### src/hdl/gwr_pkg.sv
package gwr_pkg;

  // Field and datapath widths
  localparam int ANG_W      = 16;
  localparam int COORD_W    = 16;
  localparam int TRIG_W     = 16;
  localparam int COL_W      = 6;
  localparam int TYPE_W     = 2;
  localparam int HIT_W      = 18;
  localparam int DIST_W     = 16;
  localparam int HGT_W      = 12;
  localparam int CFG_IDX_W  = 2;
  localparam int CFG_DATA_W = 64;
  localparam int STEP_W     = 12;
  localparam int OFF_W      = 6;

  // Cast position accumulators, wide enough for the full crossing walk
  localparam int POS_W      = 36;

  // Shared divider and root unit widths
  localparam int DIV_NUM_W  = 28;
  localparam int DIV_DEN_W  = 16;
  localparam int SQ_IN_W    = 34;
  localparam int SQ_OUT_W   = 17;
  localparam int SQ_REM_W   = 19;

  // CORDIC
  localparam int CORDIC_W        = 25;
  localparam int CORDIC_ITERS    = 16;
  localparam int CORDIC_GAIN_Q20 = 636751;
  localparam int ONE_Q14         = 16384;

  // Grid and screen constants (Q.7 positions, 64-pixel tiles)
  localparam int TILE_SHIFT  = 13;
  localparam int TILE_Q      = 8192;
  localparam int HEIGHT_NUM  = 655360;
  localparam int HEIGHT_MAX  = 4095;
  localparam int SCREEN_MID  = 240;
  localparam int DIST_MAX    = 65535;

  // Binary angle landmarks
  localparam logic [ANG_W-1:0] ANG_ZERO    = 16'd0;
  localparam logic [ANG_W-1:0] ANG_QUARTER = 16'd16384;
  localparam logic [ANG_W-1:0] ANG_HALF    = 16'd32768;
  localparam logic [ANG_W-1:0] ANG_3QUART  = 16'd49152;

  // Configuration register indexes
  typedef enum logic [CFG_IDX_W-1:0] {
    CFG_MAP_LO    = 2'd0,
    CFG_MAP_HI    = 2'd1,
    CFG_RAY_STEP  = 2'd2,
    CFG_START_OFF = 2'd3
  } cfg_idx_t;

  // Rotation angles of the CORDIC stages, 2^22 units per quarter turn
  function automatic logic [22:0] atan_unit(input logic [3:0] i);
    logic [22:0] r;
    case (i)
      4'd0:    r = 23'd2097152;
      4'd1:    r = 23'd1238021;
      4'd2:    r = 23'd654136;
      4'd3:    r = 23'd332050;
      4'd4:    r = 23'd166669;
      4'd5:    r = 23'd83416;
      4'd6:    r = 23'd41718;
      4'd7:    r = 23'd20860;
      4'd8:    r = 23'd10430;
      4'd9:    r = 23'd5215;
      4'd10:   r = 23'd2608;
      4'd11:   r = 23'd1304;
      4'd12:   r = 23'd652;
      4'd13:   r = 23'd326;
      4'd14:   r = 23'd163;
      default: r = 23'd81;
    endcase
    return r;
  endfunction

endpackage

### src/hdl/gwr_isqrt.sv
module gwr_isqrt
  import gwr_pkg::*;
(
  input  logic                clk,
  input  logic                rst_n,
  input  logic                start,
  input  logic [SQ_IN_W-1:0]  value,
  output logic                done,
  output logic [SQ_OUT_W-1:0] root
);

  localparam int CNT_W = $clog2(SQ_OUT_W);

  logic [SQ_IN_W-1:0]  val_r;
  logic [SQ_REM_W-1:0] rem_r;
  logic [SQ_OUT_W-1:0] root_r;
  logic [CNT_W-1:0]    cnt_r;
  logic                busy_r, done_r;
  logic [SQ_REM_W-1:0] rem_in, trial;
  logic                fits;

  assign rem_in = {rem_r[SQ_REM_W-3:0], val_r[SQ_IN_W-1 -: 2]};
  assign trial  = {root_r, 2'b01};
  assign fits   = rem_in >= trial;

  // Digit-by-digit floor root, one result bit per cycle
  always_ff @(posedge clk) begin
    if (!rst_n) begin
      busy_r <= 1'b0;
      done_r <= 1'b0;
      cnt_r  <= '0;
    end else begin
      done_r <= 1'b0;
      if (start) begin
        busy_r <= 1'b1;
        cnt_r  <= CNT_W'(SQ_OUT_W-1);
        val_r  <= value;
        rem_r  <= '0;
        root_r <= '0;
      end else if (busy_r) begin
        val_r  <= {val_r[SQ_IN_W-3:0], 2'b00};
        rem_r  <= fits ? rem_in - trial : rem_in;
        root_r <= {root_r[SQ_OUT_W-2:0], fits};
        if (cnt_r == '0) begin
          busy_r <= 1'b0;
          done_r <= 1'b1;
        end else begin
          cnt_r <= cnt_r - 1'b1;
        end
      end
    end
  end

  assign done = done_r;
  assign root = root_r;

endmodule

### config.mk
export PLATFORM = sky130hd
export DESIGN_NAME = gwr_isqrt
export DESIGN_NICKNAME = d
export VERILOG_FILES = /design/src/hdl/gwr_pkg.sv /design/src/hdl/gwr_isqrt.sv
export SDC_FILE = /design/constraint.sdc
export NUM_CORES = 1
export LEC_CHECK = 0
export ABC_AREA = 1
export BUFFER_PORTS_ARGS = -buffer_cell sky130_fd_sc_hd__buf_2
export CAP_MARGIN = 10
export CORE_UTILIZATION = 40
export DETAILED_ROUTE_END_ITERATION = 7
export PLACE_DENSITY_LB_ADDON = 0.3
export SLEW_MARGIN = 20
export SYNTH_ARGS = -nofsm -noshare
export SYNTH_HDL_FRONTEND = slang
export SYNTH_SLANG_ARGS = --single-unit
### constraint.sdc
create_clock -name clk -period 6.1 [get_ports clk]
set_input_delay 0.61 -clock clk [delete_from_list [all_inputs] [get_ports clk]]
set_output_delay 0.61 -clock clk [all_outputs]
set_load 0.01 [all_outputs]
==> out/metrics.cfg <==
[min_path]
whs_endpoint=cnt_r[0]$_SDFFE_PP0P_
worstHoldStart=cnt_r[0]$_SDFFE_PP0P_
hold_path_depth=2
hold_path_class=reg -> reg

[synth]
seq_area_frac_synth_pct=48.7
synth_seq_cells=75
synth_nets=614
avgSynthCellArea_um2=8.05
syn-cell-area_um2=4480
synth_cell_types=33
yosysTopAreaCellShare_pct=45.6
synthCells=556
yosys.area.top_type=edfxtp_1
yosysWarnings=0
netlist_top_cells_area=edfxtp_1, nand2_1, inv_1

[cts]
hold_buffers=0
clk_path_buf_depth=2
htreeDepth=3
path_clk_slew_ns=0.08
cts_resized=0
cts_tree=done
cts_setup_buffers=0
ctsRootBufferMaster=clkbuf_8
cts_made_buffers=9
clock_latency_ns=0.36
cts_sinks=75

[sta]
fin_skew_ns=0.00853
tightestPinTransition_ns=0.890
slew_headroom_pct=40.7
fin_setup_tns_ns=0
timing.fmax_mhz=336
final_max_slew_viol_count=0
setup_viol=0
grt_setup_unrepaired=no
fin_crit_sh_pct=48.8
finalHoldViolCount=0
layout_min_cycle_time_ns=2.97

[global_route]
grt_max_degree=54
grt_pass1_wl_mm=15.5
antenna_found_initial=0
grt_overflow=0
grt_use_total_pct=17.1
grt_pass1_vias=3483

[worst_setup_path]
r2r_setup_slack_ns=3.65
worstPathMaxFanout=53
critical_path_class=in -> reg
arrival_ns=3.00
worst_setup_path_end_kind=register
timing.rr.end=rem_r[10]$_SDFFCE_PP0P_
required_ns=6.12
reg2reg_depth=13
startpoint_type=input pin
rr_startpoint=root[11]$_SDFFCE_PP0P_

[routing]
wirelength_mm=8.92
viasPerCell=4.63
dr.pass1.iters=4
vias=3489
avgRoutedWirePerCell_um=11.8
drc=0
ant_nets=0
drt-initial-drc-count=145

[placement]
gp_congestion=0.846
portBuffers=54
postPlaceCellArea_um2=4860
dp_hpwl_mm=6.40

[cells_and_area]
drive_above_1_share_pct=17.1
final_area_um2=5020
diodes=0
area_growth_pct=12.2
fillers=1094
layout.nets=667

[power_and_ir_drop]
irDropWorstVdd_v=0.000106
powerDensity_nw_per_um2=250
p_leak_nw=2.54
total_power_w=0.00126

[floorplan]
ios=55
initial_core_util_pct=41.1
chipHeight_um=108
die_area_um2=11600
core_um2=10900
die_x_um=108
rows=38

[status]
status=complete, no violations

[run]
max-cap-violations=0

cell usage after synthesis, drive strengths merged:
master / count
nand2: 220
inv: 85
edfxtp: 68
nor2: 63
nand3: 24
ha: 21
a21oi: 12
nand3b: 11
clkbuf: 9
dfxtp: 7
xor2: 7
buf: 5
nand4: 5
o21ai: 5
nor3: 4
and2: 2
nor3b: 2
a211oi: 1
a21boi: 1
nor4: 1
o21bai: 1
or2: 1
xnor2: 1
cells by family (layout without fill, tap and decap cells):
group | Yosys count | count (layout) | synth area share (%)
AND/OR/NAND/NOR | 333 | 333 | 32.4
AO/OA/AOI/OAI | 20 | 20 | 2.40
adder cells (fa/ha/maj) | 21 | 21 | 5.87
XOR/XNOR | 8 | 8 | 1.56
flip-flops | 75 | 75 | 48.7
buffers and inverters | 99 | 156 | 9.05
layer usage:
layer / wire (um) / GRT usage (%) / share of wire, % / vias up
met1: 4320 / 21.9 / 48 / 1556
met5: 0 / 0 / 0 / -
met2: 4090 / 28.2 / 46 / 66
met3: 319 / 2.60 / 3.6 / 18
met4: 191 / 8.51 / 2.1 / 0
li1: - / - / - / 1849
area by class of cell:
type                            instances  area (um2)  share of cell area, %
Clock inverter                          5        31.3                  0.623
Multi-Input combinational cell        382        1900                   37.9
Clock buffer                           10         128                   2.54
Tap cell                              140         175                   3.49
Inverter                               85         319                   6.35
Timing Repair Buffer                   56         285                   5.68
Sequential cell                        75        2180                   43.4
state kept, by name, indices dropped and copies added, names as in the netlist:
name and flops:
busy_r 1, cnt_r 5, done 1, rem_r 17
root 17, val_r 34
power by group:
group,internal [W],leakage (nW),switching (W)
logic,0.000107,1.74,0.000195
registers,0.000608,0.717,0.0000138
clock network,0.000144,0.0819,0.000191
worst max-delay path: stages:
cell,delay [ns]
buf_2,0.67
inv_2,0.60
a21oi_4,0.61
buf_4,0.47
stage by stage:
step / util [%] / std cells / setup WS, ns / hold WS [ns]
after CTS: 46.1 / 753 / 3.08 / 0.477
final: 46.1 / 753 / 3.13 / 0.472
after floorplan: - / 556 / 1.20 / 0.441
after global routing: 46.1 / 753 / 2.80 / 0.496
after global placement: 44.7 / 738 / 2.76 / 0.450
after detailed placement: 44.7 / 738 / 2.69 / 0.466
cell usage in the layout (no fill, tap or decap), types with 8 or more instances in the layout:
| cell | count |
|---|---|
| nor2_1 | 59 |
| nand3_1 | 17 |
| buf_2 | 54 |
| a21oi_1 | 11 |
| nand2_2 | 8 |
| nand2_1 | 210 |
| inv_2 | 10 |
| nand3b_1 | 10 |
| inv_1 | 75 |
| clkbuf_8 | 9 |
| ha_1 | 21 |
| edfxtp_1 | 68 |
how the worst max path moves through the flow:
stage	start	end	slack, ns
3_3_place_gp	start	root[5]$_SDFFCE_PP0P_	2.76
6_report	start	rem_r[2]$_SDFFCE_PP0P_	3.13
2_1_floorplan	start	rem_r[0]$_SDFFCE_PP0P_	1.20
3_5_place_dp	start	rem_r[6]$_SDFFCE_PP0P_	2.69
5_1_grt	start	root[5]$_SDFFCE_PP0P_	2.80
4_1_cts	start	root[1]$_SDFFCE_PP0P_	3.08
No activity file was read; power rests on OpenSTA's default activity.
