[src/hdl/gwr_pkg.sv]
package gwr_pkg;

  // Field and datapath widths
  localparam int ANG_W      = 16;
  localparam int COORD_W    = 16;
  localparam int TRIG_W     = 16;
  localparam int COL_W      = 6;
  localparam int TYPE_W     = 2;
  localparam int HIT_W      = 18;
  localparam int DIST_W     = 16;
  localparam int HGT_W      = 12;
  localparam int CFG_IDX_W  = 2;
  localparam int CFG_DATA_W = 64;
  localparam int STEP_W     = 12;
  localparam int OFF_W      = 6;

  // Cast position accumulators, wide enough for the full crossing walk
  localparam int POS_W      = 36;

  // Shared divider and root unit widths
  localparam int DIV_NUM_W  = 28;
  localparam int DIV_DEN_W  = 16;
  localparam int SQ_IN_W    = 34;
  localparam int SQ_OUT_W   = 17;
  localparam int SQ_REM_W   = 19;

  // CORDIC
  localparam int CORDIC_W        = 25;
  localparam int CORDIC_ITERS    = 16;
  localparam int CORDIC_GAIN_Q20 = 636751;
  localparam int ONE_Q14         = 16384;

  // Grid and screen constants (Q.7 positions, 64-pixel tiles)
  localparam int TILE_SHIFT  = 13;
  localparam int TILE_Q      = 8192;
  localparam int HEIGHT_NUM  = 655360;
  localparam int HEIGHT_MAX  = 4095;
  localparam int SCREEN_MID  = 240;
  localparam int DIST_MAX    = 65535;

  // Binary angle landmarks
  localparam logic [ANG_W-1:0] ANG_ZERO    = 16'd0;
  localparam logic [ANG_W-1:0] ANG_QUARTER = 16'd16384;
  localparam logic [ANG_W-1:0] ANG_HALF    = 16'd32768;
  localparam logic [ANG_W-1:0] ANG_3QUART  = 16'd49152;

  // Configuration register indexes
  typedef enum logic [CFG_IDX_W-1:0] {
    CFG_MAP_LO    = 2'd0,
    CFG_MAP_HI    = 2'd1,
    CFG_RAY_STEP  = 2'd2,
    CFG_START_OFF = 2'd3
  } cfg_idx_t;

  // Rotation angles of the CORDIC stages, 2^22 units per quarter turn
  function automatic logic [22:0] atan_unit(input logic [3:0] i);
    logic [22:0] r;
    case (i)
      4'd0:    r = 23'd2097152;
      4'd1:    r = 23'd1238021;
      4'd2:    r = 23'd654136;
      4'd3:    r = 23'd332050;
      4'd4:    r = 23'd166669;
      4'd5:    r = 23'd83416;
      4'd6:    r = 23'd41718;
      4'd7:    r = 23'd20860;
      4'd8:    r = 23'd10430;
      4'd9:    r = 23'd5215;
      4'd10:   r = 23'd2608;
      4'd11:   r = 23'd1304;
      4'd12:   r = 23'd652;
      4'd13:   r = 23'd326;
      4'd14:   r = 23'd163;
      default: r = 23'd81;
    endcase
    return r;
  endfunction

endpackage

[src/hdl/gwr_divider.sv]
module gwr_divider
  import gwr_pkg::*;
(
  input  logic                 clk,
  input  logic                 rst_n,
  input  logic                 start,
  input  logic [DIV_NUM_W-1:0] num,
  input  logic [DIV_DEN_W-1:0] den,
  output logic                 done,
  output logic [DIV_NUM_W-1:0] quo
);

  localparam int CNT_W = $clog2(DIV_NUM_W);

  logic [DIV_NUM_W-1:0] q_r;
  logic [DIV_DEN_W-1:0] rem_r, den_r;
  logic [CNT_W-1:0]     cnt_r;
  logic                 busy_r, done_r;
  logic [DIV_DEN_W:0]   rem_sh, diff;
  logic                 fits;

  assign rem_sh = {rem_r, q_r[DIV_NUM_W-1]};
  assign diff   = rem_sh - {1'b0, den_r};
  assign fits   = rem_sh >= {1'b0, den_r};

  // Restoring division, one quotient bit per cycle
  always_ff @(posedge clk) begin
    if (!rst_n) begin
      busy_r <= 1'b0;
      done_r <= 1'b0;
      cnt_r  <= '0;
    end else begin
      done_r <= 1'b0;
      if (start) begin
        busy_r <= 1'b1;
        cnt_r  <= CNT_W'(DIV_NUM_W-1);
        q_r    <= num;
        rem_r  <= '0;
        den_r  <= den;
      end else if (busy_r) begin
        q_r   <= {q_r[DIV_NUM_W-2:0], fits};
        rem_r <= fits ? diff[DIV_DEN_W-1:0] : rem_sh[DIV_DEN_W-1:0];
        if (cnt_r == '0) begin
          busy_r <= 1'b0;
          done_r <= 1'b1;
        end else begin
          cnt_r <= cnt_r - 1'b1;
        end
      end
    end
  end

  assign done = done_r;
  assign quo  = q_r;

endmodule

[config.mk]
export PLATFORM = sky130hd
export DESIGN_NAME = gwr_divider
export DESIGN_NICKNAME = d
export VERILOG_FILES = /design/src/hdl/gwr_pkg.sv /design/src/hdl/gwr_divider.sv
export SDC_FILE = /design/constraint.sdc
export NUM_CORES = 1
export LEC_CHECK = 0
export ABC_AREA = 1
export BUFFER_PORTS_ARGS = -buffer_cell sky130_fd_sc_hd__buf_2
export CORE_ASPECT_RATIO = 1.25
export CORE_MARGIN = 2
export CORE_UTILIZATION = 30
export DETAILED_ROUTE_END_ITERATION = 8
export GPL_TIMING_DRIVEN = 0
export PLACE_DENSITY_LB_ADDON = 0.25
export REMOVE_ABC_BUFFERS = 1
export SETUP_SLACK_MARGIN = 0.05
export SYNTH_ARGS = -nofsm -noshare
export SYNTH_HDL_FRONTEND = slang
export SYNTH_SLANG_ARGS = --single-unit
[constraint.sdc]
create_clock -name clk -period 13.85 [get_ports clk]
set_clock_uncertainty 0.15 [all_clocks]
set_input_delay 4.155 -clock clk [delete_from_list [all_inputs] [get_ports clk]]
set_output_delay 4.155 -clock clk [all_outputs]
set_load 0.01 [all_outputs]
==> summary.txt <==
Detailed routing
  • Number of detailed-route iterations in the first pass: 4
  • DRT iter0 DRCs: about 150
  • Post-route DRC: 0
  • DRT antenna net count: 0
  • Routed wire length: between 9 and 10 mm
  • Vias: ~3300
  • Vias per Instance: between 4 and 5
  • WL per Instance: 12.4 um

Global routing
  • Total global routing track utilization: between 10% and 20%
  • Overflow left after global routing: 0
  • GR Util met1: 16.8%
  • Met3 global-route usage: under 10%
  • Global routing's busiest layer: met2
  • Largest net degree at the start of global routing: 50
  • Global-route wire length before repair: around 16 mm
  • Met2 GRT Util: 24.3%
  • Vias in the first global route: roughly 3400
  • Initial antenna violation count: 0

Clock tree
  • Cts hold-fix bufs: 0
  • Clk root buf: clkbuf_16
  • CTS resizes: 0
  • Worst-path clk slew: approximately 0.050 ns
  • CTS sink cnt: 67
  • Post-CTS Setup Repair Bufs: 0
  • Worst-Skew Late Latency: about 0.33 ns
  • Htree depth: 3
  • CTS tree: built
  • Total CTS buffers: 9
  • Clock Path Buffers: 2

STA
  • Unrepaired setup endpoints after global routing: false
  • Fin. max-slew vios: 0
  • Final Critical Period: about 6.4 ns
  • Finish-stage setup viols: 0
  • Slew HR: 38.8%
  • Fmax: 156 MHz
  • Final worst-path cycle share: a little under half
  • Sum of negative setup slack: 0 ns
  • Tightest Pin Transition: just over 0.9 ns
  • Final hold viol count: 0

Synthesis
  • Synth Area in Compound Gates: 2.07%
  • Mux share of post-synthesis cell area: 0%
  • Yosys top cell by area: edfxtp_1
  • Syn_area_per_cell: 7.87 um2
  • Synth Instances: 506
  • Synth Area in Adders: under 10%
  • Xor/xnor share of the synthesized area: under 10%
  • Synth top area cells: edfxtp_1 45%, nand2_1 19%, inv_1 6.7%, ha_1 5.7%, nor2_1 4.6%
  • Flops & latches, synth: between 60 and 70
  • Syn Std Cell Area: 3980 um2
  • Share of the synthesized area in the top cell type: 45.3%
  • Main combinational cell family by area after synthesis: simple AND/OR/NAND/NOR gates
  • Sequential share of the synthesized area: between 40% and 50%
  • Unique cell type count in the Yosys netlist: 30
  • Post-Synth Simple-Gate Area: 31.9%
  • Yosys warnings: 0

Cells and area
  • Final Util: between 30 and 40%
  • Layout Nets: between 600 and 700
  • Highest-count cells in the layout ignoring fill and taps: 206 x nand2_1, 75 x buf_2, 70 x inv_1
  • Layout area overhead: 21.7%
  • Share of cells above drive strength 1: between 10% and 20%
  • Antenna cells: 0
  • Commonest non-fill, non-tap cell in the layout: nand2_1

Hold path
  • Hold crit path type: register to register

Worst setup path
  • Critical path type: input port to register
  • Crit Path Max Fanout: 49
  • CP Launch Type: input port
  • CP Data Arrival Time: ~6.3 ns
  • CP endpoint kind: register
  • Worst Path Required: approximately 14 ns

Power and ir drop
  • Power Dens Cells: 129 nW/um2
  • Peak VDD IR: between 0.06 and 0.07 mV
  • Pleak: ~2.5 nW

Die
  • Initial core utilization: 30.4%
  • Ports: 76
  • Die Wd: 107 um
  • Row Count: 47
  • Die Area: between 10000 and 15000 um2
  • Die Y: roughly 130 um
  • Core outline area: 13100 um2

Flow run
  • # Max-Cap Violations: 0

Placed design
  • Placer Congestion: roughly 0.86
  • Port Buffer Count: between 70 and 80
  • Final HPWL DP: roughly 6.8 mm

Run status
  • Outcome: finished, final reports clean
[worst max-delay path, stage by stage]
cell and delay (ns):
buf_2 0.49, inv_2 0.53, a21oi_4 0.77, buf_12 0.27
[layer usage]
metal | wire length (um) | vias to the layer above
li1 | - | 1729
met1 | 4130 | 1484
met2 | 4600 | 83
met3 | 444 | 10
met4 | 175 | 0
met5 | 0 | -
[through the flow]
step | total power, mW | worst slack, ns | instances | hold WS, ns | area, um2
final | 0.627 | 7.45 | 757 | 0.367 | 4850
after detailed placement | 0.386 | 6.99 | 741 | 0.355 | 4530
after global routing | 0.663 | 7.21 | 757 | 0.397 | 4850
after floorplan | 0.346 | 6.38 | 494 | 0.307 | 3910
after CTS | 0.635 | 7.36 | 757 | 0.365 | 4850
after global placement | 0.384 | 3.89 | 740 | 0.325 | 4500
[layout make-up]
class	count	area, um2
inverters	83	312
repair buffers	76	395
multi-input cells	344	1670
clock buffers	13	250
well taps	171	214
fillers	1375	8270
clock inverters	3	65.1
flip-flops and latches	67	1940
[cells in the mapped netlist]
cell type and n:
o21ai_0 1, edfxtp_1 60, nor3_1 2, fa_1 1
nand2_2 4, ha_1 18, dfxtp_1 7, nand3_2 4
nand2_4 1, or2_1 1, nor2_2 2, a22oi_1 1
and2_1 2, nand3b_1 8, nor4_1 2, buf_1 1
xor2_1 7, nor3_2 1, inv_2 12, buf_2 2
nand3_1 16, buf_6 3, o31ai_1 1, nand2_1 206
a31oi_1 2, nor2_1 49, nand4_1 5, inv_1 71
clkbuf_1 6, a21oi_1 10
[sequential cells by signal, indices dropped and copies added, names as in the netlist]
name    flops
busy_r      1
den_r      16
rem_r      16
quo        28
cnt_r       5
done        1
[cells by family after synthesis]
group	count (synthesis)
buffers and inverters	95
and+or+nand+nor	303
xor gates and xnor gates	7
adders and majority gates	19
DFF	67
AOI/OAI and AO/OA	15
[final timing paths]
path,from,slack [ns],to,cells after the start
setup / recovery,start,7.45,rem_r[14],4
hold / removal,cnt_r[0],0.37,cnt_r[0],2
setup reg to reg,rem_r[10],11.18,rem_r[15],13
hold reg to reg,cnt_r[0],0.37,cnt_r[0],2
[power breakdown]
group / total, mW / switching (mW) / internal, mW
Combinational: 0.133 / 0.0848 / 0.0479
Sequential: 0.248 / 0.00728 / 0.241
Clock: 0.246 / 0.0835 / 0.162
Total: 0.627 / 0.176 / 0.451
Note: power is estimated with default switching activity, not from simulation.
