## src/hdl/gwr_pkg.sv

```systemverilog
package gwr_pkg;

  // Field and datapath widths
  localparam int ANG_W      = 16;
  localparam int COORD_W    = 16;
  localparam int TRIG_W     = 16;
  localparam int COL_W      = 6;
  localparam int TYPE_W     = 2;
  localparam int HIT_W      = 18;
  localparam int DIST_W     = 16;
  localparam int HGT_W      = 12;
  localparam int CFG_IDX_W  = 2;
  localparam int CFG_DATA_W = 64;
  localparam int STEP_W     = 12;
  localparam int OFF_W      = 6;

  // Cast position accumulators, wide enough for the full crossing walk
  localparam int POS_W      = 36;

  // Shared divider and root unit widths
  localparam int DIV_NUM_W  = 28;
  localparam int DIV_DEN_W  = 16;
  localparam int SQ_IN_W    = 34;
  localparam int SQ_OUT_W   = 17;
  localparam int SQ_REM_W   = 19;

  // CORDIC
  localparam int CORDIC_W        = 25;
  localparam int CORDIC_ITERS    = 16;
  localparam int CORDIC_GAIN_Q20 = 636751;
  localparam int ONE_Q14         = 16384;

  // Grid and screen constants (Q.7 positions, 64-pixel tiles)
  localparam int TILE_SHIFT  = 13;
  localparam int TILE_Q      = 8192;
  localparam int HEIGHT_NUM  = 655360;
  localparam int HEIGHT_MAX  = 4095;
  localparam int SCREEN_MID  = 240;
  localparam int DIST_MAX    = 65535;

  // Binary angle landmarks
  localparam logic [ANG_W-1:0] ANG_ZERO    = 16'd0;
  localparam logic [ANG_W-1:0] ANG_QUARTER = 16'd16384;
  localparam logic [ANG_W-1:0] ANG_HALF    = 16'd32768;
  localparam logic [ANG_W-1:0] ANG_3QUART  = 16'd49152;

  // Configuration register indexes
  typedef enum logic [CFG_IDX_W-1:0] {
    CFG_MAP_LO    = 2'd0,
    CFG_MAP_HI    = 2'd1,
    CFG_RAY_STEP  = 2'd2,
    CFG_START_OFF = 2'd3
  } cfg_idx_t;

  // Rotation angles of the CORDIC stages, 2^22 units per quarter turn
  function automatic logic [22:0] atan_unit(input logic [3:0] i);
    logic [22:0] r;
    case (i)
      4'd0:    r = 23'd2097152;
      4'd1:    r = 23'd1238021;
      4'd2:    r = 23'd654136;
      4'd3:    r = 23'd332050;
      4'd4:    r = 23'd166669;
      4'd5:    r = 23'd83416;
      4'd6:    r = 23'd41718;
      4'd7:    r = 23'd20860;
      4'd8:    r = 23'd10430;
      4'd9:    r = 23'd5215;
      4'd10:   r = 23'd2608;
      4'd11:   r = 23'd1304;
      4'd12:   r = 23'd652;
      4'd13:   r = 23'd326;
      4'd14:   r = 23'd163;
      default: r = 23'd81;
    endcase
    return r;
  endfunction

endpackage

```

## src/hdl/gwr_cordic.sv

```systemverilog
module gwr_cordic
  import gwr_pkg::*;
(
  input  logic                     clk,
  input  logic                     rst_n,
  input  logic                     start,
  input  logic [ANG_W-1:0]         angle,
  output logic                     done,
  output logic signed [TRIG_W-1:0] cos_q,
  output logic signed [TRIG_W-1:0] sin_q
);

  logic signed [CORDIC_W-1:0] x_r, y_r, z_r;
  logic [1:0]                 quad_r;
  logic [3:0]                 it_r;
  logic                       busy_r, done_r;
  logic signed [CORDIC_W-1:0] xs, ys, atan_s;
  logic signed [TRIG_W-1:0]   cm, sm;

  // Round to Q1.14 and clamp to [0, 1]
  function automatic logic [TRIG_W-2:0] clamp_unit(input logic signed [CORDIC_W-1:0] v);
    logic signed [CORDIC_W-1:0] r;
    logic [TRIG_W-2:0]          o;
    r = (v + CORDIC_W'(32)) >>> 6;
    if (r < 0) o = '0;
    else if (r > CORDIC_W'(ONE_Q14)) o = (TRIG_W-1)'(ONE_Q14);
    else o = r[TRIG_W-2:0];
    return o;
  endfunction

  assign xs     = x_r >>> it_r;
  assign ys     = y_r >>> it_r;
  assign atan_s = $signed({2'b00, atan_unit(it_r)});

  // One rotation per cycle
  always_ff @(posedge clk) begin
    if (!rst_n) begin
      busy_r <= 1'b0;
      done_r <= 1'b0;
      it_r   <= '0;
    end else begin
      done_r <= 1'b0;
      if (start) begin
        busy_r <= 1'b1;
        it_r   <= '0;
        x_r    <= CORDIC_W'(CORDIC_GAIN_Q20);
        y_r    <= '0;
        z_r    <= $signed({3'b000, angle[13:0], 8'h00});
        quad_r <= angle[15:14];
      end else if (busy_r) begin
        if (!z_r[CORDIC_W-1]) begin
          x_r <= x_r - ys;
          y_r <= y_r + xs;
          z_r <= z_r - atan_s;
        end else begin
          x_r <= x_r + ys;
          y_r <= y_r - xs;
          z_r <= z_r + atan_s;
        end
        if (it_r == 4'(CORDIC_ITERS-1)) begin
          busy_r <= 1'b0;
          done_r <= 1'b1;
        end else begin
          it_r <= it_r + 4'd1;
        end
      end
    end
  end

  // Quadrant fold of the first-quadrant result
  always_comb begin
    cm = $signed({1'b0, clamp_unit(x_r)});
    sm = $signed({1'b0, clamp_unit(y_r)});
    case (quad_r)
      2'd0: begin cos_q = cm;  sin_q = sm;  end
      2'd1: begin cos_q = -sm; sin_q = cm;  end
      2'd2: begin cos_q = -cm; sin_q = -sm; end
      default: begin cos_q = sm; sin_q = -cm; end
    endcase
  end

  assign done = done_r;

endmodule

```

## config.mk

```make
export PLATFORM = sky130hd
export DESIGN_NAME = gwr_cordic
export DESIGN_NICKNAME = d
export VERILOG_FILES = /design/src/hdl/gwr_pkg.sv /design/src/hdl/gwr_cordic.sv
export SDC_FILE = /design/constraint.sdc
export NUM_CORES = 1
export LEC_CHECK = 0
export BUFFER_PORTS_ARGS = -buffer_cell sky130_fd_sc_hd__clkbuf_2
export CORE_MARGIN = 3
export CORE_UTILIZATION = 30
export CTS_CLUSTER_SIZE = 14
export DETAILED_ROUTE_END_ITERATION = 10
export PLACE_DENSITY = 0.55
export REMOVE_ABC_BUFFERS = 1
export SETUP_SLACK_MARGIN = 0.15
export SYNTH_ARGS = -nofsm -noshare
export SYNTH_HDL_FRONTEND = slang
export SYNTH_SLANG_ARGS = --single-unit
```

## constraint.sdc

```tcl
create_clock -name clk -period 9.1 [get_ports clk]
set_input_delay 0.91 -clock clk [delete_from_list [all_inputs] [get_ports clk]]
set_output_delay 0.91 -clock clk [all_outputs]
set_load 0.01 [all_outputs]
```

==> impl_summary.log, run 1 <==
[metrics] vias in the first global route: 12900
[metrics] via count: 13600
[metrics] maximum number of pins on one net before global-route repair: 76
[metrics] starting density of the core: 0.306
[metrics] ordered list of cells on the worst path: ha_1, nand2_1, or4_4, nor2_1, xor2_1, o21a_1, or2_1, nor2_1, inv_1, ha_1, nand2_1, nor3b_1, o21ai_0, o21ai_0, mux2_2, o211ai_1, clkbuf_2
[metrics] Avg Inst Size Synth: 8.16 µm²
[metrics] synth unique cells: 96
[metrics] Worst Path Buf+Inv: 2
[metrics] min setup slack post-route: 2170 ps
[metrics] sequential share of the synthesized area: 0.199
[metrics] synth top area cells: sky130_fd_sc_hd__edfxtp_1, sky130_fd_sc_hd__ha_1, sky130_fd_sc_hd__mux4_2
[metrics] number of I/O port buffers: 51
[metrics] overall die area: 0.0507 mm²
[metrics] initial antenna violation count: 0
[metrics] power per cell area: 233 mW/mm²
[metrics] number of sinks driven by the clock tree: 105
[metrics] family with the most delay on the worst path: simple AND/OR/NAND/NOR gates
[metrics] last weighted congestion value of the routability-driven placer: 0.955
[metrics] required time reported for the critical path endpoint: 8190 ps
[metrics] CTS resizes: 0
[metrics] total count of hold-check failures in the final report: 0
[metrics] Core Box Area: 0.0471 mm²
[metrics] largest fanout of any net on the critical path: 29
[metrics] share of cells above drive strength 1: 0.115
[metrics] critical path arrival: 6020 ps
[metrics] CTS Root Buffer Type: sky130_fd_sc_hd__clkbuf_16
[metrics] cell at the slowest stage of the critical path: sky130_fd_sc_hd__or2_1
[metrics] hold wc startpoint: busy_r$_SDFF_PN0_
[metrics] count of synthesis-stage warnings from yosys: 0
[metrics] number of inserted diodes: 0
[metrics] capturing point of the worst reg2reg path: y_r[23]$_SDFFCE_PP0P_
[metrics] time the final worst path needs with I/O delays and setup: 6930 ps
[metrics] worst vdd rail ir drop: 0.000133 V
[metrics] top layer used by detailed routing: met4
[metrics] met3 wire length: 2930 µm
[metrics] most common cell after layout, fill and taps aside: sky130_fd_sc_hd__nor2_1
[metrics] routed length on met2: 20800 µm
[metrics] width of the die: 225 µm
[metrics] number of synthesized flops with an enable pin: 77
[metrics] count of state elements after synthesis: 105
[metrics] Via-to-Cell Ratio: 5.83
[metrics] 1st-iter DRT viols: 1145
[metrics] class of the most critical hold timing path: reg2reg
[metrics] commonest cells after routing, fill and taps aside: sky130_fd_sc_hd__nor2_1, sky130_fd_sc_hd__nand2_1, sky130_fd_sc_hd__a21oi_1
[metrics] clock-pin transition on the worst setup and hold timing paths: 80 ps
[metrics] Detailed Place HPWL: 34000 µm
[metrics] total gr overflow: 0
[metrics] final setup violation count: 0
[metrics] Clock Latency Late Sink: 380 ps
[metrics] count of cells along the worst register-to-register path: 19
[metrics] synthesized area: 0.0144 mm²
[metrics] count of hold buffers inserted by post-cts repair: 0
[metrics] result of the run: complete, no violations
[metrics] Met1 Routed Length: 20600 µm
[metrics] first-pass GRT wire length: 71600 µm
[metrics] accumulated negative setup slack: 0 ps
[metrics] final-report max-slew violation count: 0
[metrics] total detailed-routing wirelength: 45700 µm
[metrics] Std-Cell Rows: 79
[metrics] final worst clock skew: 20.3 ps
[metrics] DP Area: 0.0150 mm²
[metrics] number of routed nets with antenna violations: 0
[metrics] CP peak stage delay: 730 ps
[metrics] H-tree depth: 3
[metrics] element type at the critical path start: flop
[metrics] measured slew at the worst slew-check pin: 1120 ps
[metrics] Leak: 0.00574 µW
[metrics] Max Fclk: 0.144 GHz
[metrics] Final Net Count: 1836
[metrics] number of optimization iterations in the first detailed-route pass: 8
[metrics] normalized max-slew margin: 0.245
[metrics] Global Route Usage Sum: 0.176
[metrics] critical setup path kind: reg2out
[metrics] number of max-capacitance violations reported: 0
[metrics] worst-case register-to-register setup slack: 2530 ps
[metrics] number of buffers created by CTS: 9
[metrics] post-route design area: 0.0153 mm²
[metrics] worst-case hold slack: 555 ps
[metrics] Critical R2R Launch: it_r[0]$_SDFFE_PP0P_
[metrics] Die Y-Extent: 225 µm
[metrics] RSZ-0062 raised after global routing: no
[metrics] crit path capture type: primary output
[metrics] I/O pin cnt: 52
[metrics] Residual DRC: 0
[metrics] Yosys top cell area share: 0.160
[metrics] Syn Inst Count: 1768
[metrics] Worst Hold Endpoint: done$_SDFF_PP0_
[metrics] top cell type by total area after synthesis: sky130_fd_sc_hd__edfxtp_1
[metrics] most common flop cell mapped by yosys: sky130_fd_sc_hd__edfxtp_1
[metrics] Setup WS pre-CTS: 2630 ps
[metrics] Post-CTS Setup Bufs: 0
[metrics] CTS tree: yes
[metrics] routed len/inst: 19.5 µm
[metrics] period utilization: 0.762
[metrics] Longest Clk Path Bufs: 2
[metrics] asr flop ratio synth: 0
[metrics] number of stages on the worst hold path: 2
[metrics] growth of design area from synthesis to finish: 6.13%
[worst min-delay path, cell delays in order, from the launching register on]
cell                      delay (ps)
sky130_fd_sc_hd__dfxtp_1         350
sky130_fd_sc_hd__nand3_1         110
sky130_fd_sc_hd__nor3_1           50
[final cells by class]
class / count / area, µm²
clock buffer: 9 / 225
multi-input combinational: 1499 / 10800
fill: 4971 / 31700
sequential: 105 / 2880
inverter: 51 / 191
tap: 607 / 759
clock inverter: 7 / 91.3
timing repair buffer: 62 / 338
[synthesized netlist by cell type, types with 22 or more instances]
cell type	count
sky130_fd_sc_hd__a211oi_1	22
sky130_fd_sc_hd__a21o_1	28
sky130_fd_sc_hd__a21oi_1	121
sky130_fd_sc_hd__a31oi_1	41
sky130_fd_sc_hd__and2_1	24
sky130_fd_sc_hd__and3_1	27
sky130_fd_sc_hd__buf_2	34
sky130_fd_sc_hd__clkbuf_1	60
sky130_fd_sc_hd__dfxtp_1	28
sky130_fd_sc_hd__edfxtp_1	77
sky130_fd_sc_hd__ha_1	86
sky130_fd_sc_hd__inv_1	49
sky130_fd_sc_hd__mux2_2	30
sky130_fd_sc_hd__mux2i_1	53
sky130_fd_sc_hd__mux4_2	47
sky130_fd_sc_hd__nand2_1	157
sky130_fd_sc_hd__nand3_1	50
sky130_fd_sc_hd__nand4_1	23
sky130_fd_sc_hd__nor2_1	192
sky130_fd_sc_hd__nor3_1	57
sky130_fd_sc_hd__o21a_1	23
sky130_fd_sc_hd__o21ai_0	94
sky130_fd_sc_hd__xnor2_1	83
sky130_fd_sc_hd__xor2_1	74
[cells by family after synthesis]
logic type               Yosys count  synth area share
AND/OR/NAND/NOR                  642             0.217
AO/OA/AOI/OAI                    472             0.215
adder cells (fa/ha/maj)           89            0.0788
multiplexers                     139             0.144
buffers and inverters            164            0.0511
XOR/XNOR                         157            0.0954
flip-flops                       105             0.199
[sequential cells by signal (all words and copies together), names as in the netlist]
signal / flops
atan_s: 22
done: 1
x_r: 25
it_r: 4
y_r: 25
z_r: 25
quad_r: 2
busy_r: 1
[how the worst max path moves through the flow]
stage,startpoint,endpoint,slack [ps],cells past startpoint
floorplan,it_r[1]$_SDFFE_PP0P_,y_r[23]$_SDFFCE_PP0P_,1860,17
global route,y_r[6]$_SDFFCE_PP0P_,sin_q[14],1540,17
detailed placement,y_r[6]$_SDFFCE_PP0P_,sin_q[14],2630,17
CTS,y_r[6]$_SDFFCE_PP0P_,sin_q[14],2240,17
global placement,it_r[0]$_SDFFE_PP0P_,y_r[23]$_SDFFCE_PP0P_,2670,18
finish,y_r[6]$_SDFFCE_PP0P_,sin_q[14],2170,17
[per-stage QoR]
step           instances  total power [µW]   util
2_1_floorplan       1655              2490      -
3_3_place_gp        2324              3080  0.319
3_5_place_dp        2324              3100  0.319
4_1_cts             2340              3540  0.325
5_1_grt             2340              3860  0.325
6_report            2340              3560  0.325
[layer usage]
| metal | global-route usage | up-vias |
|---|---|---|
| met5 | 0 | - |
| met3 | 0.0272 | 74 |
| li1 | - | 6509 |
| met1 | 0.238 | 6537 |
| met2 | 0.288 | 519 |
| met4 | 0.0566 | 0 |
[report_power, final]
part / leakage, µW / total (µW) / switching [µW] / internal, µW
clock network: 0.000154 / 432 / 230 / 202
registers: 0.000967 / 896 / 250 / 646
logic: 0.00462 / 2230 / 1290 / 940
total: 0.00574 / 3560 / 1770 / 1790
No activity file was read; power rests on OpenSTA's default activity.
==> run 2, diff against run 1 <==
==> constraint.sdc (replaced) <==
create_clock -name clk -period 6.7 [get_ports clk]
set_input_delay 0.67 -clock clk [delete_from_list [all_inputs] [get_ports clk]]
set_output_delay 0.67 -clock clk [all_outputs]
set_load 0.01 [all_outputs]
==> run 2 against run 1 <==
Wire length is 0.52% higher; clock skew fell by 4.6 ps; cell area rose by 0.42%; first-iteration DRC count up 6.7%; final cell count up 0.43%; clock power grew 29%; worst hold slack got worse by 33 ps; largest cell class unchanged; die area unchanged; combinational power is 37% higher; global-route usage up 0.21 points; via count increased by 0.54%.
==> impl_summary.log, run 2 (same netlist as run 1, synthesis figures left out) <==
[metrics] result of the run: complete, no violations
[metrics] count of hold buffers inserted by post-cts repair: 0
[metrics] total count of hold-check failures in the final report: 0
[metrics] Max Fclk: 0.168 GHz
[metrics] width of the die: 225 µm
[metrics] number of sinks driven by the clock tree: 105
[metrics] first-pass GRT wire length: 72900 µm
[metrics] DP Area: 0.0151 mm²
[metrics] CTS tree: yes
[metrics] power after layout: 4830 µW
[metrics] final-report max-slew violation count: 0
[metrics] I/O pin cnt: 52
[metrics] Setup WS pre-CTS: 1130 ps
[metrics] Core Box Area: 0.0471 mm²
[metrics] total gr overflow: 0
[metrics] initial antenna violation count: 1
[metrics] H-tree depth: 3
[metrics] commonest cells after routing, fill and taps aside: sky130_fd_sc_hd__nor2_1, sky130_fd_sc_hd__nand2_1, sky130_fd_sc_hd__a21oi_1
[metrics] worst vdd rail ir drop: 0.000129 V
[metrics] Worst Path Buf+Inv: 2
[metrics] routed len/inst: 19.5 µm
[metrics] number of max-capacitance violations reported: 0
[metrics] crit path capture type: primary output
[metrics] final worst clock skew: 15.7 ps
[metrics] clock-pin transition on the worst setup and hold timing paths: 80 ps
[metrics] required time reported for the critical path endpoint: 6030 ps
[metrics] critical setup path kind: reg2out
[metrics] Longest Clk Path Bufs: 2
[metrics] growth of design area from synthesis to finish: 6.57%
[metrics] number of inserted diodes: 0
[metrics] area of combinational cells with multiple inputs: 0.0108 mm²
[metrics] min setup slack post-route: 731 ps
[metrics] number of routed nets with antenna violations: 0
[metrics] Residual DRC: 0
[metrics] most common cell after layout, fill and taps aside: sky130_fd_sc_hd__nor2_1
[metrics] post-route design area: 0.0154 mm²
[metrics] last weighted congestion value of the routability-driven placer: 0.928
[metrics] Core Util, Final: 0.327
[metrics] power per cell area: 314 mW/mm²
[metrics] family with the most delay on the worst path: simple AND/OR/NAND/NOR gates
[metrics] Regs by FF count: x_r: 25 flops, y_r: 25 flops, z_r: 25 flops
[metrics] measured slew at the worst slew-check pin: 1140 ps
[metrics] ordered list of cells on the worst path: ha_1, nand2_1, or4_4, nor2_1, xor2_1, o21a_1, or2_1, nor2_1, inv_1, ha_1, nand2_1, nor3b_1, o21ai_0, o21ai_0, mux2_2, o211ai_1, clkbuf_2
[metrics] via count: 13700
[metrics] total detailed-routing wirelength: 45900 µm
[metrics] Detailed Place HPWL: 34200 µm
[metrics] time the final worst path needs with I/O delays and setup: 5970 ps
[metrics] CTS Root Buffer Type: sky130_fd_sc_hd__clkbuf_16
[metrics] starting density of the core: 0.306
[metrics] number of buffers created by CTS: 9
[metrics] Post-CTS Setup Bufs: 0
[metrics] overall die area: 0.0507 mm²
[metrics] Filler Cell Count: 4939
[metrics] normalized max-slew margin: 0.238
[metrics] number of optimization iterations in the first detailed-route pass: 6
[metrics] Die Y-Extent: 225 µm
[metrics] number of I/O port buffers: 51
[metrics] share of cells above drive strength 1: 0.119
[metrics] Global Route Usage Sum: 0.178
[metrics] largest fanout of any net on the critical path: 12
[metrics] vias in the first global route: 13000
[metrics] Std-Cell Rows: 79
[metrics] element type at the critical path start: flop
[metrics] CTS resizes: 0
[metrics] Leak: 0.00578 µW
[metrics] Via-to-Cell Ratio: 5.83
[metrics] accumulated negative setup slack: 0 ps
[metrics] sequential cell area: 0.00288 mm²
[metrics] final setup violation count: 0
[metrics] critical path arrival: 5300 ps
[metrics] Final Net Count: 1846
[metrics] maximum number of pins on one net before global-route repair: 76
[metrics] Clock Latency Late Sink: 380 ps
[metrics] 1st-iter DRT viols: 1222
[metrics] class of the most critical hold timing path: in2reg
[metrics] cell at the slowest stage of the critical path: sky130_fd_sc_hd__edfxtp_1
[metrics] period utilization: 0.891
[metrics] RSZ-0062 raised after global routing: no
[metrics] CP peak stage delay: 690 ps
run 2: cell count changes in the layout (fill, tap and decap cells not counted), sizes merged:
cell	before	now
inv	54	52
buf	12	22
clkinv	4	6
run 2: per-stage QoR:
step	cells	hold slack (ps)
2_1_floorplan	1655	494
3_5_place_dp	2334	542
6_report	2350	522
5_1_grt	2350	508
3_3_place_gp	2334	546
4_1_cts	2350	503
run 2: metal layers:
layer	up-vias	GRT usage	part of all wire
met2	489	0.294	0.46
li1	6528	-	-
met1	6617	0.243	0.45
met4	0	0.0615	0.032
met5	-	0	0
met3	78	0.0186	0.059
run 2: final timing paths:
kind                            cells after the start            startpoint  slack (ps)                    end
worst max-delay path                               17  y_r[6]$_SDFFCE_PP0P_         730              sin_q[14]
worst max register to register                     19  it_r[1]$_SDFFE_PP0P_        1050  x_r[22]$_SDFFCE_PP0P_
worst min register to register                      2     busy_r$_SDFF_PN0_         550        done$_SDFF_PP0_
worst min-delay path                                1             angle[14]         520    quad_r[0]$_DFFE_PP_
run 2: area by class of cell:
type | instances | share of cell area
inverters | 51 | 0.0125
clock buffers | 9 | 0.0147
flip-flops and latches | 105 | 0.187
repair buffers | 72 | 0.0277
multi-input cells | 1499 | 0.704
clock inverters | 7 | 0.00440
well taps | 607 | 0.0494
run 2: where the power goes:
| group | switching (µW) | internal (µW) | leakage [µW] |
|---|---|---|---|
| sequential | 335 | 878 | 0.000967 |
| clock | 297 | 261 | 0.000147 |
| combinational | 1770 | 1290 | 0.00466 |
| total | 2400 | 2430 | 0.00578 |
==> run 3, diff against run 2 <==
==> constraint.sdc (replaced) <==
create_clock -name clk -period 6.7 [get_ports clk]
set_input_delay 0.67 -clock clk [delete_from_list [all_inputs] [get_ports clk]]
set_output_delay 0.67 -clock clk [all_outputs]
set_load 0.05 [all_outputs]
==> run 3 against run 2 <==
Clock skew up 1.3 ps; highest routed layer unchanged; register-to-register slack worse by 80 ps; critical endpoint unchanged; total power up 3.6%; critical path depth down 2.
==> impl_summary.log, run 3 (same netlist as run 1, synthesis figures left out) <==
[metrics] result of the run: complete, no violations
[metrics] total count of hold-check failures in the final report: 0
[metrics] count of hold buffers inserted by post-cts repair: 0
[metrics] largest fanout of any net on the critical path: 14
[metrics] Clock Latency Late Sink: 380 ps
[metrics] number of I/O port buffers: 51
[metrics] fraction of power consumed by the clock network: 0.119
[metrics] time the final worst path needs with I/O delays and setup: 6030 ps
[metrics] Filler Cell Count: 4950
[metrics] CTS Root Buffer Type: sky130_fd_sc_hd__clkbuf_16
[metrics] number of cells in the finished layout apart from fillers: 2354
[metrics] capturing point of the worst reg2reg path: y_r[22]$_SDFFCE_PP0P_
[metrics] RSZ-0062 raised after global routing: no
[metrics] I/O pin cnt: 52
[metrics] commonest cells after routing, fill and taps aside: sky130_fd_sc_hd__nor2_1, sky130_fd_sc_hd__nand2_1, sky130_fd_sc_hd__a21oi_1
[metrics] last weighted congestion value of the routability-driven placer: 0.983
[metrics] final-report max-slew violation count: 0
[metrics] Worst Hold Endpoint: quad_r[0]$_DFFE_PP_
[metrics] 1st-iter DRT viols: 1362
[metrics] internal power of the cells: 2450 µW
[metrics] final worst clock skew: 17.0 ps
[metrics] measured slew at the worst slew-check pin: 1050 ps
[metrics] final setup violation count: 0
[metrics] element type at the critical path start: flop
[metrics] accumulated negative setup slack: 0 ps
[metrics] number of stages on the worst hold path: 1
[metrics] post-route design area: 0.0154 mm²
[metrics] fraction of power consumed by sequential logic: 0.235
[metrics] first-pass GRT wire length: 72000 µm
[metrics] total gr overflow: 0
[metrics] period utilization: 0.900
[metrics] hold wc startpoint: angle[14]
[metrics] number of sinks driven by the clock tree: 105
[metrics] Longest Clk Path Bufs: 2
[metrics] Max Fclk: 0.166 GHz
[metrics] Detailed Place HPWL: 34800 µm
[metrics] required time reported for the critical path endpoint: 6030 ps
[metrics] instance count after placement with tap cells included: 2338
[metrics] critical path arrival: 5360 ps
[metrics] Leak: 0.00580 µW
[metrics] clock-pin transition on the worst setup and hold timing paths: 90 ps
[metrics] most common cell after layout, fill and taps aside: sky130_fd_sc_hd__nor2_1
[metrics] share of cells above drive strength 1: 0.122
[metrics] Std-Cell Rows: 79
[metrics] number of max-capacitance violations reported: 0
[metrics] Core Box Area: 0.0471 mm²
[metrics] initial antenna violation count: 0
[metrics] count of cells along the worst register-to-register path: 14
[metrics] normalized max-slew margin: 0.285
[metrics] crit path capture type: primary output
[metrics] width of the die: 225 µm
[metrics] Die Y-Extent: 225 µm
[metrics] class of the most critical hold timing path: in2reg
[metrics] Global Route Usage Sum: 0.178
[metrics] worst-case register-to-register setup slack: 970 ps
[metrics] CTS resizes: 0
[metrics] Regs by FF count: x_r: 25 flops, y_r: 25 flops, z_r: 25 flops
[metrics] power after layout: 5010 µW
[metrics] Final Net Count: 1850
[metrics] Logic pwr share: 0.647
[metrics] maximum number of pins on one net before global-route repair: 65
[metrics] power per cell area: 325 mW/mm²
[metrics] Post-CTS Setup Bufs: 0
[metrics] CTS tree: yes
[metrics] number of routed nets with antenna violations: 0
[metrics] starting density of the core: 0.306
[metrics] switching portion of total power: 0.510
[metrics] critical setup path kind: reg2out
[metrics] number of inserted diodes: 0
[metrics] worst-case hold slack: 520 ps
[metrics] growth of design area from synthesis to finish: 6.94%
[metrics] H-tree depth: 3
[metrics] Residual DRC: 0
[metrics] overall die area: 0.0507 mm²
[metrics] Via-to-Cell Ratio: 5.77
[metrics] number of buffers created by CTS: 9
[metrics] switching power: 2550 µW
[metrics] DP Area: 0.0151 mm²
[metrics] total detailed-routing wirelength: 46100 µm
[metrics] vias in the first global route: 12700
[metrics] number of optimization iterations in the first detailed-route pass: 7
[metrics] via count: 13600
[metrics] Critical R2R Launch: x_r[12]$_SDFFCE_PP1P_
[metrics] worst vdd rail ir drop: 0.000153 V
[metrics] routed len/inst: 19.6 µm
-- run 3: power by group through the flow --
stage	clock network, µW	logic [µW]	registers [µW]
CTS	608	3210	1160
global route	638	3570	1180
floorplan	0	2430	1070
finish	594	3240	1180
global placement	0	3170	1170
detailed placement	0	3190	1180
-- run 3: area by class of cell --
class / count / area, µm² / share of cell area
multi-input cells: 1499 / 10800 / 0.702
flip-flops and latches: 105 / 2880 / 0.187
well taps: 607 / 759 / 0.0492
repair buffers: 76 / 455 / 0.0295
clock buffers: 9 / 225 / 0.0146
inverters: 51 / 191 / 0.0124
clock inverters: 7 / 91.3 / 0.00592
-- run 3: worst max-delay path by stage --
stage / startpoint / end / depth (start not counted)
CTS: y_r[7]$_SDFFCE_PP0P_ / sin_q[14] / 15
finish: y_r[7]$_SDFFCE_PP0P_ / sin_q[14] / 15
global route: y_r[8]$_SDFFCE_PP0P_ / sin_q[14] / 15
floorplan: it_r[1]$_SDFFE_PP0P_ / y_r[23]$_SDFFCE_PP0P_ / 17
global placement: it_r[1]$_SDFFE_PP0P_ / x_r[22]$_SDFFCE_PP0P_ / 19
detailed placement: it_r[2]$_SDFFE_PP0P_ / x_r[22]$_SDFFCE_PP0P_ / 18
-- run 3: stage by stage --
| stage | setup WS [ps] | utilization |
|---|---|---|
| 2_1_floorplan | -543 | - |
| 3_3_place_gp | 1190 | 0.321 |
| 3_5_place_dp | 1070 | 0.321 |
| 4_1_cts | 801 | 0.328 |
| 5_1_grt | 286 | 0.328 |
| 6_report | 673 | 0.328 |
-- run 3: layer usage --
| metal | GRT usage | vias to the layer above | share of wire |
|---|---|---|---|
| li1 | - | 6550 | - |
| met1 | 0.239 | 6454 | 0.45 |
| met2 | 0.294 | 496 | 0.46 |
| met3 | 0.0250 | 74 | 0.062 |
| met4 | 0.0607 | 0 | 0.031 |
| met5 | 0 | - | 0 |
-- run 3: critical path, cell delays in order, from the launching register on --
cell and delay [ps]:
sky130_fd_sc_hd__edfxtp_1 760, sky130_fd_sc_hd__nand4_1 300, sky130_fd_sc_hd__or4_4 510, sky130_fd_sc_hd__nor2_1 220, sky130_fd_sc_hd__xor2_1 300, sky130_fd_sc_hd__o21a_1 240, sky130_fd_sc_hd__nor2_1 180, sky130_fd_sc_hd__nand2_1 190
sky130_fd_sc_hd__ha_1 330, sky130_fd_sc_hd__nand2_1 130, sky130_fd_sc_hd__nor3b_1 310, sky130_fd_sc_hd__o21ai_0 230, sky130_fd_sc_hd__o21ai_0 370, sky130_fd_sc_hd__mux2_2 390, sky130_fd_sc_hd__o211ai_1 180, sky130_fd_sc_hd__clkbuf_2 310
